===== src/rtl/lsbsc_pkg.sv =====
// ----------------------------------------------------------------------------
// lsbsc_pkg
// Shared types and constants for the LSB steganography codec: register
// map, field widths and the pipeline stage record.
// ----------------------------------------------------------------------------
package lsbsc_pkg;

   localparam int CSR_ADDR_W = 4;
   localparam int CSR_DATA_W = 32;

   localparam logic [1:0] REG_DIRECTION      = 2'd0;
   localparam logic [1:0] REG_MESSAGE_LENGTH = 2'd1;
   localparam logic [1:0] REG_IMAGE_WIDTH    = 2'd2;
   localparam logic [1:0] REG_IMAGE_HEIGHT   = 2'd3;

   localparam logic DIR_EMBED   = 1'b0;
   localparam logic DIR_EXTRACT = 1'b1;

   localparam logic MODE_LOAD   = 1'b0;
   localparam logic MODE_SAMPLE = 1'b1;

   localparam int LEN_W   = 7;
   localparam int DIM_W   = 13;
   localparam int POS_W   = 26;
   localparam int AREA_W  = 2 * DIM_W;
   localparam int TOTAL_W = AREA_W + 2;
   localparam int SLEN_W  = 11;
   localparam int DLEN_W  = 32;

   localparam logic [LEN_W-1:0] LENGTH_LIMIT = 7'd100;

   typedef struct packed {
      logic             mode;
      logic [7:0]       sample;
      logic             image_start;
      logic [POS_W-1:0] pos;
   } stage_type;

endpackage


===== src/rtl/lsb_steganography_codec.sv =====
// ----------------------------------------------------------------------------
// lsb_steganography_codec
// Path: input stage with message buffer read, then result register.
// Throughput: one request per cycle; both stages advance together unless the
// result is stalled.
// Synchronous active-high reset clears pipeline valids, bit position, decoded
// length, byte shift, direction and message length, and sets image width and
// height to 1; message buffer is not cleared.
// ----------------------------------------------------------------------------
module lsb_steganography_codec #(
   parameter int MESSAGE_DEPTH = 128,
   parameter int HEADER_BITS   = 32,
   parameter int CHANNELS      = 3
) (
   input  logic                                clock,
   input  logic                                reset,
   // request channel
   input  logic                                req_valid,
   output logic                                req_stall,
   input  logic                                req_mode,
   input  logic [6:0]                          req_byte_index,
   input  logic [7:0]                          req_byte_value,
   input  logic [7:0]                          req_sample,
   input  logic                                req_image_start,
   // result channel
   output logic                                rsp_valid,
   input  logic                                rsp_stall,
   output logic [7:0]                          rsp_sample_out,
   output logic                                rsp_char_valid,
   output logic [7:0]                          rsp_char_out,
   output logic                                rsp_last,
   output logic                                rsp_too_small,
   // config port
   input  logic                                csr_psel,
   input  logic                                csr_penable,
   input  logic                                csr_pwrite,
   input  logic [lsbsc_pkg::CSR_ADDR_W-1:0]    csr_paddr,
   input  logic [lsbsc_pkg::CSR_DATA_W-1:0]    csr_pwdata,
   output logic [lsbsc_pkg::CSR_DATA_W-1:0]    csr_prdata,
   output logic                                csr_pready
);

   localparam int AW = $clog2(MESSAGE_DEPTH);
   localparam int PW = lsbsc_pkg::POS_W;
   localparam int TW = lsbsc_pkg::TOTAL_W;
   localparam int LW = lsbsc_pkg::SLEN_W;
   localparam int DW = lsbsc_pkg::DLEN_W;

   // config registers
   logic                              direction_ff;
   logic [lsbsc_pkg::LEN_W-1:0]       msg_len_ff;
   logic [lsbsc_pkg::DIM_W-1:0]       width_ff;
   logic [lsbsc_pkg::DIM_W-1:0]       height_ff;
   logic [lsbsc_pkg::AREA_W-1:0]      area_ff;
   logic                              csr_wr;

   // pipeline
   logic                              s1_valid_ff, s1_valid_in;
   lsbsc_pkg::stage_type              s1_ff, s1_in;
   logic [7:0]                        rd_ff;
   logic [7:0]                        mem [MESSAGE_DEPTH];
   logic [PW-1:0]                     pos_ff, pos_in;
   logic [DW-1:0]                     dlen_ff, dlen_in;
   logic [7:0]                        bshift_ff, bshift_in;

   logic                              rsp_valid_ff, rsp_valid_in;
   logic [7:0]                        so_ff, so_in;
   logic                              cv_ff, cv_in;
   logic [7:0]                        co_ff, co_in;
   logic                              ls_ff, ls_in;
   logic                              ts_ff, ts_in;

   logic                              req_acc, adv, s2_go;
   logic [PW-1:0]                     p_eff, k1;
   logic [AW-1:0]                     raddr;

   // stage 2 terms
   logic [TW-1:0]                     total;
   logic [LW-1:0]                     slen;
   logic [TW-1:0]                     p_ext;
   logic [PW-1:0]                     k2;
   logic [PW-4:0]                     idx2;
   logic [4:0]                        hk;
   logic [DW-1:0]                     hdr_vec;
   logic [7:0]                        mbyte;
   logic [2:0]                        bsel;
   logic                              sbit;
   logic                              in_hdr;
   logic [DW-1:0]                     dlen_cur;
   logic [7:0]                        bshift_cur;

   // ---------------- config port ----------------
   assign csr_pready = 1'b1;
   assign csr_wr     = csr_psel & csr_penable & csr_pwrite;

   always_ff @(posedge clock) begin
      if (reset) begin
         direction_ff <= 1'b0;
         msg_len_ff   <= '0;
         width_ff     <= lsbsc_pkg::DIM_W'(1);
         height_ff    <= lsbsc_pkg::DIM_W'(1);
      end else if (csr_wr) begin
         case (csr_paddr[3:2])
            lsbsc_pkg::REG_DIRECTION:      direction_ff <= csr_pwdata[0];
            lsbsc_pkg::REG_MESSAGE_LENGTH: msg_len_ff <= csr_pwdata[lsbsc_pkg::LEN_W-1:0];
            lsbsc_pkg::REG_IMAGE_WIDTH:    width_ff <= csr_pwdata[lsbsc_pkg::DIM_W-1:0];
            lsbsc_pkg::REG_IMAGE_HEIGHT:   height_ff <= csr_pwdata[lsbsc_pkg::DIM_W-1:0];
            default: ;
         endcase
      end
   end

   always_comb begin
      case (csr_paddr[3:2])
         lsbsc_pkg::REG_DIRECTION:      csr_prdata = 32'(direction_ff);
         lsbsc_pkg::REG_MESSAGE_LENGTH: csr_prdata = 32'(msg_len_ff);
         lsbsc_pkg::REG_IMAGE_WIDTH:    csr_prdata = 32'(width_ff);
         lsbsc_pkg::REG_IMAGE_HEIGHT:   csr_prdata = 32'(height_ff);
         default:                       csr_prdata = '0;
      endcase
   end

   // image area, refreshed every cycle
   always_ff @(posedge clock) begin
      area_ff <= lsbsc_pkg::AREA_W'(width_ff) * lsbsc_pkg::AREA_W'(height_ff);
   end

   // ---------------- handshake ----------------
   assign adv       = ~rsp_valid_ff | ~rsp_stall;
   assign req_stall = s1_valid_ff & ~adv;
   assign req_acc   = req_valid & ~req_stall;
   assign s2_go     = s1_valid_ff & adv;

   // ---------------- stage 1: capture, position, buffer read ----------------
   assign p_eff = req_image_start ? '0 : pos_ff;
   assign k1    = p_eff - PW'(HEADER_BITS);
   assign raddr = k1[AW+2:3];

   always_comb begin
      s1_in.mode        = req_mode;
      s1_in.sample      = req_sample;
      s1_in.image_start = req_image_start;
      s1_in.pos         = p_eff;
      s1_valid_in       = req_acc ? 1'b1 : (adv ? 1'b0 : s1_valid_ff);
      pos_in            = pos_ff;
      if (req_acc && req_mode == lsbsc_pkg::MODE_SAMPLE) begin
         pos_in = (p_eff != {PW{1'b1}}) ? p_eff + PW'(1) : p_eff;
      end
   end

   always_ff @(posedge clock) begin
      if (reset) begin
         s1_valid_ff <= 1'b0;
         pos_ff      <= '0;
      end else begin
         s1_valid_ff <= s1_valid_in;
         pos_ff      <= pos_in;
      end
   end

   always_ff @(posedge clock) begin
      if (req_acc) begin
         s1_ff <= s1_in;
      end
   end

   always_ff @(posedge clock) begin
      if (req_acc && req_mode == lsbsc_pkg::MODE_LOAD &&
          32'(req_byte_index) < MESSAGE_DEPTH) begin
         mem[AW'(req_byte_index)] <= req_byte_value;
      end
   end

   always_ff @(posedge clock) begin
      if (req_acc) begin
         rd_ff <= mem[raddr];
      end
   end

   // ---------------- stage 2: embed / extract ----------------
   assign total   = TW'(area_ff) * TW'(CHANNELS);
   assign slen    = LW'(HEADER_BITS) + {msg_len_ff, 3'b000};
   assign p_ext   = TW'(s1_ff.pos);
   assign in_hdr  = s1_ff.pos < PW'(HEADER_BITS);
   assign k2      = s1_ff.pos - PW'(HEADER_BITS);
   assign idx2    = k2[PW-1:3];
   assign hk      = 5'(HEADER_BITS - 1) - s1_ff.pos[4:0];
   assign hdr_vec = DW'(msg_len_ff);
   assign mbyte   = (32'(idx2) < MESSAGE_DEPTH) ? rd_ff : 8'd0;
   assign bsel    = 3'd7 - k2[2:0];
   assign sbit    = in_hdr ? hdr_vec[hk] : mbyte[bsel];

   assign dlen_cur   = s1_ff.image_start ? '0 : dlen_ff;
   assign bshift_cur = s1_ff.image_start ? '0 : bshift_ff;

   always_comb begin
      so_in        = 8'd0;
      cv_in        = 1'b0;
      co_in        = 8'd0;
      ls_in        = 1'b0;
      ts_in        = 1'b0;
      dlen_in      = dlen_ff;
      bshift_in    = bshift_ff;
      rsp_valid_in = s2_go ? 1'b1 : (adv ? 1'b0 : rsp_valid_ff);
      if (s2_go && s1_ff.mode == lsbsc_pkg::MODE_SAMPLE) begin
         so_in     = s1_ff.sample;
         dlen_in   = dlen_cur;
         bshift_in = bshift_cur;
         if (direction_ff == lsbsc_pkg::DIR_EMBED) begin
            if (msg_len_ff >= lsbsc_pkg::LENGTH_LIMIT || TW'(slen) > total) begin
               ts_in = 1'b1;
            end else if (p_ext < TW'(slen)) begin
               so_in = {s1_ff.sample[7:1], sbit};
               ls_in = (p_ext == TW'(slen - LW'(1)));
            end
         end else if (p_ext < total) begin
            if (in_hdr) begin
               dlen_in = {dlen_cur[DW-2:0], s1_ff.sample[0]};
            end else if (!dlen_cur[DW-1]) begin
               if (DW'(idx2) < dlen_cur) begin
                  bshift_in = {bshift_cur[6:0], s1_ff.sample[0]};
                  if (k2[2:0] == 3'd7) begin
                     cv_in = 1'b1;
                     co_in = {bshift_cur[6:0], s1_ff.sample[0]};
                     ls_in = (DW'(idx2) == dlen_cur - DW'(1));
                  end
               end
            end
         end
      end
   end

   always_ff @(posedge clock) begin
      if (reset) begin
         rsp_valid_ff <= 1'b0;
         dlen_ff      <= '0;
         bshift_ff    <= '0;
      end else begin
         rsp_valid_ff <= rsp_valid_in;
         dlen_ff      <= dlen_in;
         bshift_ff    <= bshift_in;
      end
   end

   always_ff @(posedge clock) begin
      if (s2_go) begin
         so_ff <= so_in;
         cv_ff <= cv_in;
         co_ff <= co_in;
         ls_ff <= ls_in;
         ts_ff <= ts_in;
      end
   end

   assign rsp_valid      = rsp_valid_ff;
   assign rsp_sample_out = so_ff;
   assign rsp_char_valid = cv_ff;
   assign rsp_char_out   = co_ff;
   assign rsp_last       = ls_ff;
   assign rsp_too_small  = ts_ff;

endmodule


===== config.mk =====
export PLATFORM = sky130hd
export DESIGN_NAME = lsb_steganography_codec
export DESIGN_NICKNAME = d
export VERILOG_FILES = /design/src/rtl/lsbsc_pkg.sv /design/src/rtl/lsb_steganography_codec.sv
export SDC_FILE = /design/constraint.sdc
export NUM_CORES = 2
export LEC_CHECK = 0
export BUFFER_PORTS_ARGS = -buffer_cell sky130_fd_sc_hd__buf_4
export CAP_MARGIN = 0
export CORE_MARGIN = 2
export CORE_UTILIZATION = 40
export DETAILED_ROUTE_END_ITERATION = 12
export PLACE_DENSITY = 0.53
export SETUP_SLACK_MARGIN = 0.05
export SLEW_MARGIN = 30
export SYNTH_ARGS = -nofsm -noshare
export SYNTH_HDL_FRONTEND = slang
export SYNTH_SLANG_ARGS = --single-unit
export TNS_END_PERCENT = 100

===== constraint.sdc =====
create_clock -name clock -period 12.8 [get_ports clock]
set_input_delay 3.2 -clock clock [delete_from_list [all_inputs] [get_ports clock]]
set_output_delay 3.2 -clock clock [all_outputs]
set_load 0.01 [all_outputs]

; ---- Word-level counts from Yosys, hierarchy flattened
; Memories as Yosys holds them, arrays and structs flattened. A register that Yosys moved wholly into a read port is not among the register bits.
; Index checks and enable logic that the tools add are counted.
[word_totals]
ff_bits = 183
ramBits = 1024
inputBits = 68
memories = 1
[mem_list]
columns = name, words, word_bits, read_ports, rd_ports_with_merged_regs, wr, line
row1 = mem, 128, 8, 1, 1, 1, lsb_steganography_codec.sv:61  ; logic [7:0] mem [MESSAGE_DEPTH];
[classes]
n_addsub = 8
multipliers = 2
n_lt_le_gt_ge = 9
n_eq_ne = 7
mux = 37
bitwise_logic = 16
n_reduce_logical = 14
[op_table]
columns = op, count
row1 = 2-to-1 mux 32 bit, 4
row2 = case mux 32 bit (4 select lines), 1
row3 = 2-to-1 mux 8 bit, 7
row4 = 2-to-1 mux 26 bit, 2
row5 = == test 23 x 32 -> 1 bit, 1
row6 = less-than comparator 23 x 32 -> 1 bit, 1
row7 = subtractor 32 x 1 -> 32 bit (second input constant), 1
row8 = == test 26 x 28 -> 1 bit, 1
row9 = greater-than comparator 11 x 28 -> 1 bit, 1
row10 = less-than comparator 26 x 28 -> 1 bit, 1
row11 = multiplier 26 x 2 -> 28 bit (second input constant), 1
row12 = adder 26 x 1 -> 26 bit (second input constant), 1
row13 = less-than comparator 26 x 11 -> 1 bit, 1
row14 = less-than comparator 26 x 6 -> 1 bit (second input constant), 1
row15 = multiplier 13 x 13 -> 26 bit, 1
row16 = != test 26 bit (second input constant), 1
row17 = subtractor 26 x 6 -> 26 bit (second input constant), 1
row18 = less-than comparator 23 x 8 -> 1 bit (second input constant), 1
row19 = 2-to-1 mux 1 bit, 21
row20 = subtractor 11 x 1 -> 12 bit (second input constant), 1
row21 = adder 6 x 10 -> 11 bit (first input constant), 1
row22 = NOT 1 bit, 10
row23 = subtractor 10 x 6 -> 10 bit (second input constant), 1
row24 = AND reduction 2 bit, 4
row25 = 19 further kinds, 27

; ---- Logic depth before layout (Yosys ltp)
[logic_depth]
depth_word = 9
mapped_depth = 23
depth_no_buf = 22

; ---- Least setup slack after synthesis
; No wires, ideal clock.
[synth_timing]
path_type = in2out
start = in csr_paddr[2] (netlist bit)
end = out csr_prdata[5] (netlist bit)
arrival_time_ns = 4.459
t_required_ns = 9.600
setup_slack_ns = 5.141
stages = 4
path_buffers = 2
cell_sequence = clkbuf_1 -> buf_1 -> mux2_2 -> a22o_1
[synth_between]
elab_chain_len = 2
word_cells_on_any_way = 5
[synth_rtl]
columns = element, line
row1 = start: declaration, lsb_steganography_codec.sv:37  ; input logic [lsbsc_pkg::CSR_ADDR_W-1:0] csr_paddr,
row2 = == test 2 bit (tied with other cells), lsb_steganography_codec.sv:114  ; case (csr_paddr[3:2])
row3 = case mux 32 bit (4 select lines) (*), lsb_steganography_codec.sv:114
row4 = end: declaration, lsb_steganography_codec.sv:39  ; output logic [lsbsc_pkg::CSR_DATA_W-1:0] csr_prdata,
; Mark *: on every way between the ends. The rest lies on a longest branch, timed or not. The select of a mux whose other input is x is not followed.

; ---- Worst setup path after layout
[layout_timing]
start = in csr_paddr[2] (netlist bit)
end = out csr_prdata[3] (netlist bit)
; The elaborated chain is that of the path after synthesis.

==> metrics.txt <==
Fin. Hold Viols 0; Avg Synthesized Cell Area 13.5 um2; delay-heaviest family, CP simple AND/OR/NAND/NOR gates; peak supply drop 0.113 mV; leading area contributor after synthesis edfxtp_1; met3 Resource Use GR 3.59%; post-cts sizing count 0; CP Data Arrival Time 4.31 ns; final setup margin 5.29 ns; register area share after synthesis 60.8%; dpl ws 4.76 ns; drt drc 18; number of global-route vias before repair 34700; Hold Crit Endpoint dlen_ff[4]$_SDFFE_PP0P_; proportion of layout cells with a drive suffix above 1 11.3%; gr ovfl total 0; power per cell area 128 nW/um2; post-synthesis async set-or-reset flop share 0%; f_max 133 MHz; core area 144000 um2; crit path cell chain buf_4, nor2b_1, a22o_1, buf_4; Synth Register Bits 1214; CP bufs+invs 2; minimum clock period 7.51 ns; WL per Instance 23.5 um; busiest grt layer met2; top post-synthesis cells by count 1087 x edfxtp_1, 403 x a21oi_1, 298 x o21ai_0; Reg clk slew, reported paths 0.05 ns; Non-Filler Instances 6320; Tot GR Track Use 20.0%; Tcrit/Tclk final 58.7%; most used cell, CP buf_4; CTS tree built; CP Capture Type primary output; met1 Use GR 27.8%; Hold-fix buffers, CTS 0; clk_skew 0.0451 ns; synth unique cells 76; Die X 384 um; global placement routability congestion 0.833; setup_tns 0 ns; R2R depth 20; Primary FF master, synth edfxtp_1; router iterations before antenna repair 10; I/O pin count 122; TritonCTS Buffers 135; Syn. warnings 0; CP max-delay cell nor2b_1; fin nets 4669; DRT Wirelength 149000 um; failing checks DRC; leakage power 21.7 nW; via count 35200; Die Y 384 um; vias per inst 5.56; main area contributors after synthesis edfxtp_1 56%, mux4_2 5.8%, dfxtp_1 4.4%; latest clock arrival within the worst-skew pair 0.77 ns; Fin Hold WS 0.486 ns; clock buffer depth 3; worst slew pin tran 1.06 ns; Port Buf Inserts 80; Crit path required time 9.60 ns; area of the mapped netlist 57900 um2; Reg2Reg Setup Slack 6.79 ns; status complete, but fails checks; Reg2Reg Launch Point width_ff[6]$_SDFFE_PP0P_; reg2reg end area_ff[19]$_DFF_P_; Final Setup Violations 0; largest net degree at the start of global routing 144; standard-cell rows 139; Post-synth EDFFs 1087; hpwl dp 92400 um; # Max-Cap Violations 0; initial antenna violation count 4; area grow syn2layout 11.4%; Cells after Synth 4291; crit path kind input port to primary output; drt initial violations 3170; top-area cell type share of the netlist area 56.4%; worst hold path class register to register; # H-tree levels 4; RSZ-0062 raised after global routing no; count leader, synth edfxtp_1; met2 Usage GRT 32.5%; Initial Util 40.3%; Pins Over Slew Limit 0; full die area 148000 um2; worst hold start dlen_ff[4]$_SDFFE_PP0P_; first-pass GRT wire length 222000 um; ANT nets after route 0; Worst setup SP type input port; Root Buffer Master clkbuf_16; CTS Sinks 1214; Rel. slew slack 29.4%; Inst Count DP 6073; Critical Path Max Stage Delay 0.48 ns; Hold Crit Depth 1; post-CTS setup repair buffer count 0; maximum fanout along the worst path 18
-- state kept, by name (all words and copies together) (netlist names), 7 cells and up --
signal,count
rsp_char_out,8
bshift_ff,7
p_ext,26
rsp_sample_out,8
pos_ff,26
area_ff,26
dlen_ff,32
rd_ff,8
width_ff,13
s1_ff,10
mem,1024
height_ff,13
msg_len_ff,7
-- metrics by stage --
step	utilization, %	cell area, um2	power [mW]
after CTS	44.8	64400	8.36
after floorplan	-	57900	4.54
final	44.9	64500	8.28
after detailed placement	41.9	60300	4.67
after global routing	44.9	64500	8.53
after global placement	41.9	60300	4.67
-- routing by layer --
metal	share of wire, %	vias up
met5	0.014	-
met4	2.2	4
met3	5.4	213
met2	48	949
met1	44	17900
li1	-	16100
-- where the power goes --
part	total [mW]	internal (mW)	switching (mW)
registers	4.35	4.33	0.0203
logic	0.233	0.0660	0.167
clock network	3.69	2.08	1.61
-- cell usage in the layout (no fill, tap or decap), types with 103 or more instances in the layout --
master / n
edfxtp_1: 1087
a21oi_1: 403
o21ai_0: 298
nor2_1: 259
inv_1: 231
nand2_1: 221
ha_1: 170
mux2i_1: 154
mux4_2: 148
clkbuf_16: 137
dfxtp_1: 125
buf_4: 123
fa_1: 122
and2_1: 103
-- layout make-up --
| class | instances | area (um2) |
|---|---|---|
| inverters | 235 | 892 |
| well taps | 1903 | 2380 |
| diodes | 1 | 2.50 |
| flip-flops and latches | 1214 | 35200 |
| clock inverters | 65 | 549 |
| clock buffers | 180 | 3620 |
| multi-input cells | 2594 | 20800 |
| repair buffers | 128 | 1010 |
| fillers | 13000 | 79200 |
-- logic make-up after synthesis --
logic type,after synthesis,share of synthesized area [%]
DFF,1214,60.8
AOI/OAI and AO/OA,1003,10.3
and+or+nand+nor,833,6.86
buffers and inverters,501,3.43
muxes,317,8.72
adders and majority gates,293,7.92
xor gates and xnor gates,128,1.94
other,2,0.0130
-- how the worst max path moves through the flow --
stage,start,endpoint,cells past startpoint
final,csr_paddr[2],csr_prdata[3],4
after global routing,csr_paddr[2],csr_prdata[5],4
after CTS,csr_paddr[2],csr_prdata[3],4
after global placement,req_image_start,rd_ff[5]$_DFFE_PP_,10
after floorplan,csr_paddr[2],csr_prdata[5],4
after detailed placement,req_image_start,rd_ff[5]$_DFFE_PP_,10
No activity file was read; power rests on OpenSTA's default activity.
